**config.mk**
```make
export PLATFORM = sky130hd
export DESIGN_NAME = fifo_handoff_lock_manager
export DESIGN_NICKNAME = d
export VERILOG_FILES = /design/src/rtl/core/flm_pkg.sv /design/src/rtl/core/flm_queue.sv /design/src/rtl/core/flm_ctrl.sv /design/src/rtl/core/fifo_handoff_lock_manager.sv
export VERILOG_INCLUDE_DIRS = /design/src /design/src/rtl/core
export SDC_FILE = /design/constraint.sdc
export NUM_CORES = 1
export LEC_CHECK = 0
export ABC_AREA = 1
export ABC_CLOCK_PERIOD_IN_PS = 4400
export BUFFER_PORTS_ARGS = -buffer_cell sky130_fd_sc_hd__buf_4
export CAP_MARGIN = 10
export CORE_MARGIN = 10
export CORE_UTILIZATION = 47
export DETAILED_ROUTE_END_ITERATION = 8
export GPL_ROUTABILITY_DRIVEN = 0
export GPL_TIMING_DRIVEN = 0
export SLEW_MARGIN = 40
export SYNTH_ARGS = -nofsm -noshare
export SYNTH_HDL_FRONTEND = slang
export SYNTH_SLANG_ARGS = --single-unit
```
**constraint.sdc**
```tcl
create_clock -name clk -period 4.4 [get_ports clk]
set_clock_uncertainty 0.15 [all_clocks]
set_input_delay 0.44 -clock clk [delete_from_list [all_inputs] [get_ports clk]]
set_output_delay 0.44 -clock clk [all_outputs]
set_load 0.005 [all_outputs]
```
**src/rtl/core/assert_macros.svh**
```systemverilog
// Assertion macros shared by the lock manager RTL.
`ifndef ASSERT_MACROS_SVH
`define ASSERT_MACROS_SVH

// Checked on every clock edge outside reset.
`define FLM_ASSERT(label, prop, msg) \
  label: assert property (@(posedge clk) disable iff (!rst_n) (prop)) else $error(msg);

// Checked on every clock edge, reset included.
`define FLM_ASSERT_ALWAYS(label, prop, msg) \
  label: assert property (@(posedge clk) (prop)) else $error(msg);

`endif

```
**src/rtl/core/flm_pkg.sv**
```systemverilog
// Types and constants of the FIFO handoff lock manager.
package flm_pkg;

  localparam int MAX_WAITERS = 16;
  localparam int ID_BITS     = 8;
  localparam int CNT_W       = $clog2(MAX_WAITERS + 1);
  localparam int IDX_W       = (MAX_WAITERS > 1) ? $clog2(MAX_WAITERS) : 1;
  localparam int PORT_ID_W   = 8;
  localparam int IN_TDATA_W  = 16;
  localparam int OUT_TDATA_W = 24;

  typedef logic [ID_BITS-1:0] id_t;
  typedef logic [CNT_W-1:0]   cnt_t;
  typedef logic [IDX_W-1:0]   idx_t;

  typedef enum logic [1:0] {
    OP_LOCK    = 2'd0,
    OP_TRYLOCK = 2'd1,
    OP_UNLOCK  = 2'd2,
    OP_SIGNAL  = 2'd3
  } op_t;

  typedef enum logic [2:0] {
    ST_ACQUIRED    = 3'd0,
    ST_QUEUED      = 3'd1,
    ST_BUSY        = 3'd2,
    ST_FULL        = 3'd3,
    ST_RELEASED    = 3'd4,
    ST_CANCELLED   = 3'd5,
    ST_NOT_WAITING = 3'd6
  } status_t;

  typedef struct packed {
    op_t  op;
    id_t  id;
    logic intr;
  } req_t;

  typedef struct packed {
    status_t status;
    logic    grant_valid;
    id_t     grant_id;
    logic    locked;
    id_t     owner_now;
  } rsp_t;

  // queue command: query id drives the match, push/drop act at the clock edge
  typedef struct packed {
    id_t  query_id;
    logic push;
    logic push_intr;
    logic drop;
    idx_t drop_pos;
  } qcmd_t;

  typedef struct packed {
    logic empty;
    logic full;
    id_t  head_id;
    logic hit;
    idx_t hit_pos;
  } qstat_t;

endpackage

```
**src/rtl/core/flm_queue.sv**
```systemverilog
// Waiter queue: FIFO of ids with parallel match and compaction.
`include "assert_macros.svh"

module flm_queue
  import flm_pkg::*;
(
  input  logic   clk,
  input  logic   rst_n,
  input  qcmd_t  cmd,
  output qstat_t stat
);

  id_t  ids_r  [MAX_WAITERS];
  logic intr_r [MAX_WAITERS];
  cnt_t count_r, count_nxt;
  logic [MAX_WAITERS-1:0] hit_vec;
  idx_t hit_pos;

  always_comb begin
    for (int k = 0; k < MAX_WAITERS; k++) begin
      hit_vec[k] = (CNT_W'(k) < count_r) && (ids_r[k] == cmd.query_id) && intr_r[k];
    end
  end

  always_comb begin
    hit_pos = '0;
    for (int k = MAX_WAITERS - 1; k >= 0; k--) begin
      if (hit_vec[k]) begin
        hit_pos = IDX_W'(k);
      end
    end
  end

  assign stat.empty   = (count_r == '0);
  assign stat.full    = (count_r == CNT_W'(MAX_WAITERS));
  assign stat.head_id = ids_r[0];
  assign stat.hit     = |hit_vec;
  assign stat.hit_pos = hit_pos;

  always_comb begin
    count_nxt = count_r;
    if (cmd.push && !stat.full) begin
      count_nxt = count_r + CNT_W'(1);
    end else if (cmd.drop && !stat.empty) begin
      count_nxt = count_r - CNT_W'(1);
    end
  end

  always_ff @(posedge clk) begin
    if (!rst_n) begin
      count_r <= '0;
    end else begin
      count_r <= count_nxt;
    end
  end

  always_ff @(posedge clk) begin
    if (cmd.push && !stat.full) begin
      ids_r[count_r[IDX_W-1:0]]  <= cmd.query_id;
      intr_r[count_r[IDX_W-1:0]] <= cmd.push_intr;
    end else if (cmd.drop) begin
      for (int k = 0; k < MAX_WAITERS - 1; k++) begin
        if (IDX_W'(k) >= cmd.drop_pos) begin
          ids_r[k]  <= ids_r[k+1];
          intr_r[k] <= intr_r[k+1];
        end
      end
    end
  end

  `FLM_ASSERT(a_count_bound, count_r <= CNT_W'(MAX_WAITERS), "waiter count over depth")
  `FLM_ASSERT(a_push_grows, (cmd.push && !stat.full) |=> count_r == $past(count_nxt), "push lost")
  `FLM_ASSERT(a_drop_shrinks, (cmd.drop && !stat.empty) |=> count_r < $past(count_r), "drop lost")

endmodule

```
**src/rtl/core/flm_ctrl.sv**
```systemverilog
// Lock decision logic and owner registers.
`include "assert_macros.svh"

module flm_ctrl
  import flm_pkg::*;
(
  input  logic   clk,
  input  logic   rst_n,
  input  logic   fire,
  input  req_t   req,
  input  qstat_t qstat,
  output qcmd_t  qcmd,
  output rsp_t   rsp
);

  logic owner_valid_r, owner_valid_nxt;
  id_t  owner_id_r, owner_id_nxt;
  logic push, drop, grant;
  idx_t drop_pos;
  status_t status;

  always_comb begin
    owner_valid_nxt = owner_valid_r;
    owner_id_nxt    = owner_id_r;
    push     = 1'b0;
    drop     = 1'b0;
    drop_pos = '0;
    grant    = 1'b0;
    status   = ST_NOT_WAITING;
    case (req.op)
      OP_LOCK: begin
        if (!owner_valid_r) begin
          owner_valid_nxt = 1'b1;
          owner_id_nxt    = req.id;
          status          = ST_ACQUIRED;
        end else if (qstat.full) begin
          status = ST_FULL;
        end else begin
          push   = 1'b1;
          status = ST_QUEUED;
        end
      end
      OP_TRYLOCK: begin
        if (!owner_valid_r) begin
          owner_valid_nxt = 1'b1;
          owner_id_nxt    = req.id;
          status          = ST_ACQUIRED;
        end else begin
          status = ST_BUSY;
        end
      end
      OP_UNLOCK: begin
        if (owner_valid_r && !qstat.empty) begin
          owner_id_nxt = qstat.head_id;
          grant        = 1'b1;
          drop         = 1'b1;
        end else begin
          owner_valid_nxt = 1'b0;
          owner_id_nxt    = '0;
        end
        status = ST_RELEASED;
      end
      OP_SIGNAL: begin
        if (qstat.hit) begin
          drop     = 1'b1;
          drop_pos = qstat.hit_pos;
          status   = ST_CANCELLED;
        end
      end
      default: begin
        status = ST_NOT_WAITING;
      end
    endcase
  end

  assign qcmd.query_id  = req.id;
  assign qcmd.push      = fire && push;
  assign qcmd.push_intr = req.intr;
  assign qcmd.drop      = fire && drop;
  assign qcmd.drop_pos  = drop_pos;

  assign rsp.status      = status;
  assign rsp.grant_valid = grant;
  assign rsp.grant_id    = grant ? qstat.head_id : '0;
  assign rsp.locked      = owner_valid_nxt;
  assign rsp.owner_now   = owner_valid_nxt ? owner_id_nxt : '0;

  always_ff @(posedge clk) begin
    if (!rst_n) begin
      owner_valid_r <= 1'b0;
      owner_id_r    <= '0;
    end else if (fire) begin
      owner_valid_r <= owner_valid_nxt;
      owner_id_r    <= owner_id_nxt;
    end
  end

  `FLM_ASSERT(a_free_means_empty, !owner_valid_r |-> qstat.empty, "waiters on a free lock")
  `FLM_ASSERT(a_grant_keeps_lock, (fire && grant) |=> owner_valid_r, "handoff dropped the lock")
  `FLM_ASSERT(a_no_push_and_drop, !(qcmd.push && qcmd.drop), "push and drop together")

endmodule

```
**src/rtl/core/fifo_handoff_lock_manager.sv**
```systemverilog
// Top level of the FIFO handoff lock manager.
//
//   channel  ports                         tdata fields (low bit up)
//   input    in_tvalid/in_tready/in_tdata  operation, requester_id, interruptible
//   output   out_tvalid/out_tready/out_tdata status, grant_valid, grant_id,
//                                          locked, owner_now
//
// One transaction per cycle sustained while the output is not stalled; a request passes
// from input to result through the input register, then decision logic into the result register.
// The owner registers and waiter queue update in the same edge that loads
// the result, so the next request sees the new state.
// Synchronous active-low reset frees the lock and empties the queue.
// A stalled result holds the input register; ready falls once both are full.
module fifo_handoff_lock_manager
  import flm_pkg::*;
(
  input  logic                   clk,
  input  logic                   rst_n,
  input  logic                   in_tvalid,
  output logic                   in_tready,
  input  logic [IN_TDATA_W-1:0]  in_tdata,   // operation[1:0], requester_id[9:2], interruptible[10]
  output logic                   out_tvalid,
  input  logic                   out_tready,
  output logic [OUT_TDATA_W-1:0] out_tdata   // status[2:0], grant_valid[3], grant_id[11:4],
                                             // locked[12], owner_now[20:13]
);

  logic   in_v_r;
  req_t   req_r;
  logic   out_v_r;
  rsp_t   rsp_r;
  rsp_t   rsp;
  qcmd_t  qcmd;
  qstat_t qstat;
  logic   fire;

  assign fire      = in_v_r && (!out_v_r || out_tready);
  assign in_tready = !in_v_r || fire;

  always_ff @(posedge clk) begin
    if (!rst_n) begin
      in_v_r  <= 1'b0;
      out_v_r <= 1'b0;
    end else begin
      if (in_tready) begin
        in_v_r <= in_tvalid;
      end
      if (fire) begin
        out_v_r <= 1'b1;
      end else if (out_tready) begin
        out_v_r <= 1'b0;
      end
    end
  end

  always_ff @(posedge clk) begin
    if (in_tready && in_tvalid) begin
      req_r.op   <= op_t'(in_tdata[1:0]);
      req_r.id   <= in_tdata[2 +: ID_BITS];
      req_r.intr <= in_tdata[10];
    end
    if (fire) begin
      rsp_r <= rsp;
    end
  end

  flm_ctrl u_ctrl (
    .clk   (clk),
    .rst_n (rst_n),
    .fire  (fire),
    .req   (req_r),
    .qstat (qstat),
    .qcmd  (qcmd),
    .rsp   (rsp)
  );

  flm_queue u_queue (
    .clk   (clk),
    .rst_n (rst_n),
    .cmd   (qcmd),
    .stat  (qstat)
  );

  assign out_tvalid = out_v_r;
  assign out_tdata  = {3'b000,
                       PORT_ID_W'(rsp_r.owner_now),
                       rsp_r.locked,
                       PORT_ID_W'(rsp_r.grant_id),
                       rsp_r.grant_valid,
                       rsp_r.status};

endmodule
```
==> out/results.tsv <==
stage	metric	value	unit
global_routing	grt_pass1_wl	48580	um
sta	max_freq	235.9	MHz
power_and_ir_drop	ir_drop	0.0002154	V
final_layout	stdcell_area	0.01207	mm^2
global_routing	gr-usage-all-layers	0.2225	
cts	clock-sinks	192	
setup_path	slowest_stage	edfxtp_1	
setup_path	cp_top_family	simple AND/OR/NAND/NOR gates	
route	dr.pass1.iters	6	
sta	setup_violations	0	
route	vias	8898	
setup_path	end_kind	flop	
cts	cts_tree	done	
global_routing	grt_max_degree	23	
final_layout	nets	1340	
global_routing	antenna_found_initial	0	
route	drc	0	
synthesis	synth_top_flop_cell	edfxtp_1	
die	ios	46	
setup_path	cp_max_fo	10	
sta	grt_setup_unrepaired	false	
cts	clkTransAtPathRegs	0.07	ns
synthesis	synthTopCellsByArea	edfxtp_1, nand2_1, o21ai_0, inv_1, nor2_1	
die	initial_core_util	0.4751	
synthesis	async_flop_share	0	
placed_design	hpwl	23020	um
synthesis	synth-seq-cells	192	
sta	hold_viol	0	
route	wirelength	32110	um
die	dieWidth	171.0	um
setup_path	max_stage_delay	0.54	ns
setup_path	crit_required	4.41	ns
sta	worstMarginPinSlew	0.9049	ns
sta	slew_headroom	0.3967	
die	core	0.02257	mm^2
synthesis	yosysTopAreaCellShare	0.4929	
setup_path	path_class	reg2reg	
cts	cts_setup_buffers	0	
setup_path	start_kind	flop	
route	wl_per_cell	19.89	um
synthesis	yosysWarnings	0	
status	outcome	completed	
cts	cts_made_buffers	17	
placed_design	placed_cell_area	0.01138	mm^2
sta	fin_crit_sh	0.9636	
die	die_area	0.02926	mm^2
synthesis	synth_cell_types	46	
sta	fin_tns_setup	0	ns
synthesis	syn_area	0.01072	mm^2
synthesis	synth-edff-count	176	
setup_path	cp_num_buf_inv	6	
global_routing	gr-total-overflow	0	
route	ant_nets	0	
power_and_ir_drop	power_leakage	0.005014	uW
worst_hold_path	min_path_type	in2reg	
final_layout	area_growth	12.53	%
cts	clockBufferDepth	2	
route	dr.first_iter.drc_count	846	
cts	clock_latency	0.46	ns
synthesis	syn_avg_cell_area	8.599	um^2
power_and_ir_drop	p_per_area	323.4	mW/mm^2
die	rows	55	
route	via_per_inst	5.513	
global_routing	grt_pass1_vias	8135	
die	die_h	171.0	um
setup_path	cp_cell_sequence	inv_2, buf_2, o22ai_1, nor3_1, nand3_1, nand2_2, nor2_1, and2_1, nand2_2, nand2_4, nand2_1, nand2_2, nor2_4, inv_2, nor2_8, inv_2, buf_2, o211ai_1, buf_2	
final_layout	fillerInstances	2144	
cts	ctsRootBufferMaster	clkbuf_16	
placed_design	port_buffers	37	
job	maxCapViolCount	0	
synthesis	yosysTopAreaCell	edfxtp_1	
synthesis	postSynthCellCount	1247	
synthesis	netlist_top_cells_count	nand2_1, edfxtp_1, inv_1	
synthesis	synth_most_common_cell	nand2_1	
sta	min_period	4.240	ns
final_layout	drive_gt1_frac	0.1332	
sta	slew_violations	0	
setup_path	rrSetupSlack	0.16	ns
cts	htree_levels	4	
synthesis	yosysSeqAreaShare	0.5228	
final_layout	antenna_cells	0	
setup_path	cp.arrival	4.25	ns
[per-layer routing]
metal	track usage	wire (um)	vias to the layer above
li1	-	-	4284
met1	0.2952	13570	4173
met2	0.3531	14920	377
met3	0.03802	2544	64
met4	0.09149	1071	0
met5	0	0	-
[where the power goes]
part | total [uW] | internal, uW | switching [uW]
Clock | 1540 | 755 | 785
Combinational | 335 | 112 | 223
Sequential | 2030 | 2010 | 12.5
[kinds of logic (layout without fill, tap and decap cells)]
family          count (synthesis)  count (layout)  synth area share
compound gates                201             201            0.1037
xor+xnor                       61              61           0.04982
fa+ha+maj                       4               4          0.004668
buf+inv                       199             279           0.08261
flops                         192             192            0.5228
other cells                     1               3         0.0003497
simple gates                  589             589            0.2361
[timing repair]
| item | CTS | global route |
|---|---|---|
| endpoints found under the setup margin | 0 | 5 |
| gates resized for setup | 0 | 1 |
| hold endpoints to repair | 7 | 0 |
| hold buffers | 7 | 0 |
[registers in the layout, indices dropped and copies added (netlist names)]
name / flops
u_queue.ids_r: 128
out_tdata: 21
u_queue.intr_r: 16
req_r: 11
u_ctrl.owner_id_r: 8
u_queue.count_r: 5
in_v_r: 1
out_tvalid: 1
u_ctrl.owner_valid_r: 1
[path summary, 6_finish.rpt]
| kind | to | cells past startpoint | from |
|---|---|---|---|
| worst min-delay path | req_r[10] | 1 | in_tdata[1] |
| worst min register to register | u_queue.ids_r[15][2] | 0 | req_r[3] |
| worst max register to register | u_queue.ids_r[4][5] | 19 | req_r[8] |
| worst max-delay path | u_queue.ids_r[4][5] | 19 | req_r[8] |
[layout make-up]
| cell class | instances | area (um^2) | share of cell area |
|---|---|---|---|
| clock inverter | 15 | 151.4 | 0.01255 |
| sequential | 192 | 5605 | 0.4645 |
| tap | 285 | 356.6 | 0.02955 |
| clock buffer | 17 | 425.4 | 0.03526 |
| multi-input combinational | 858 | 4273 | 0.3541 |
| inverter | 131 | 491.7 | 0.04075 |
| timing repair buffer | 48 | 367.9 | 0.03049 |
| buffer | 68 | 395.4 | 0.03277 |
[through the flow]
stage	std cells	setup slack [ns]	utilization	hold slack, ns	power, uW
floorplan	1249	1.204	-	0.2706	2265
global placement	1571	0.1319	0.5035	0.2777	2390
detailed placement	1573	0.2039	0.5042	0.2834	2394
global route	1614	0.01390	0.5346	0.001887	4022
CTS	1612	0.1699	0.5328	0.004155	3909
finish	1614	0.1601	0.5346	0.01247	3902
[cells in the final DEF (no fill, tap or decap), types with 5 or more instances in the layout]
cell and n:
xnor2_1 26, inv_2 14, dlygate4sd3_1 7, buf_4 51
nor3_1 23, clkbuf_1 13, nor4_1 5, inv_1 115
xor2_1 35, o211ai_1 8, inv_8 5, a21oi_1 38
nand2_1 341, nand4_1 15, nand3_1 70, buf_6 6
o21ai_1 26, nor2_1 100, buf_2 37, nand2_2 10
clkbuf_16 17, edfxtp_1 176, dfxtp_1 16, o21ai_2 8
o21ai_0 94, o22ai_1 15
Note: power is estimated with default switching activity, not from simulation.
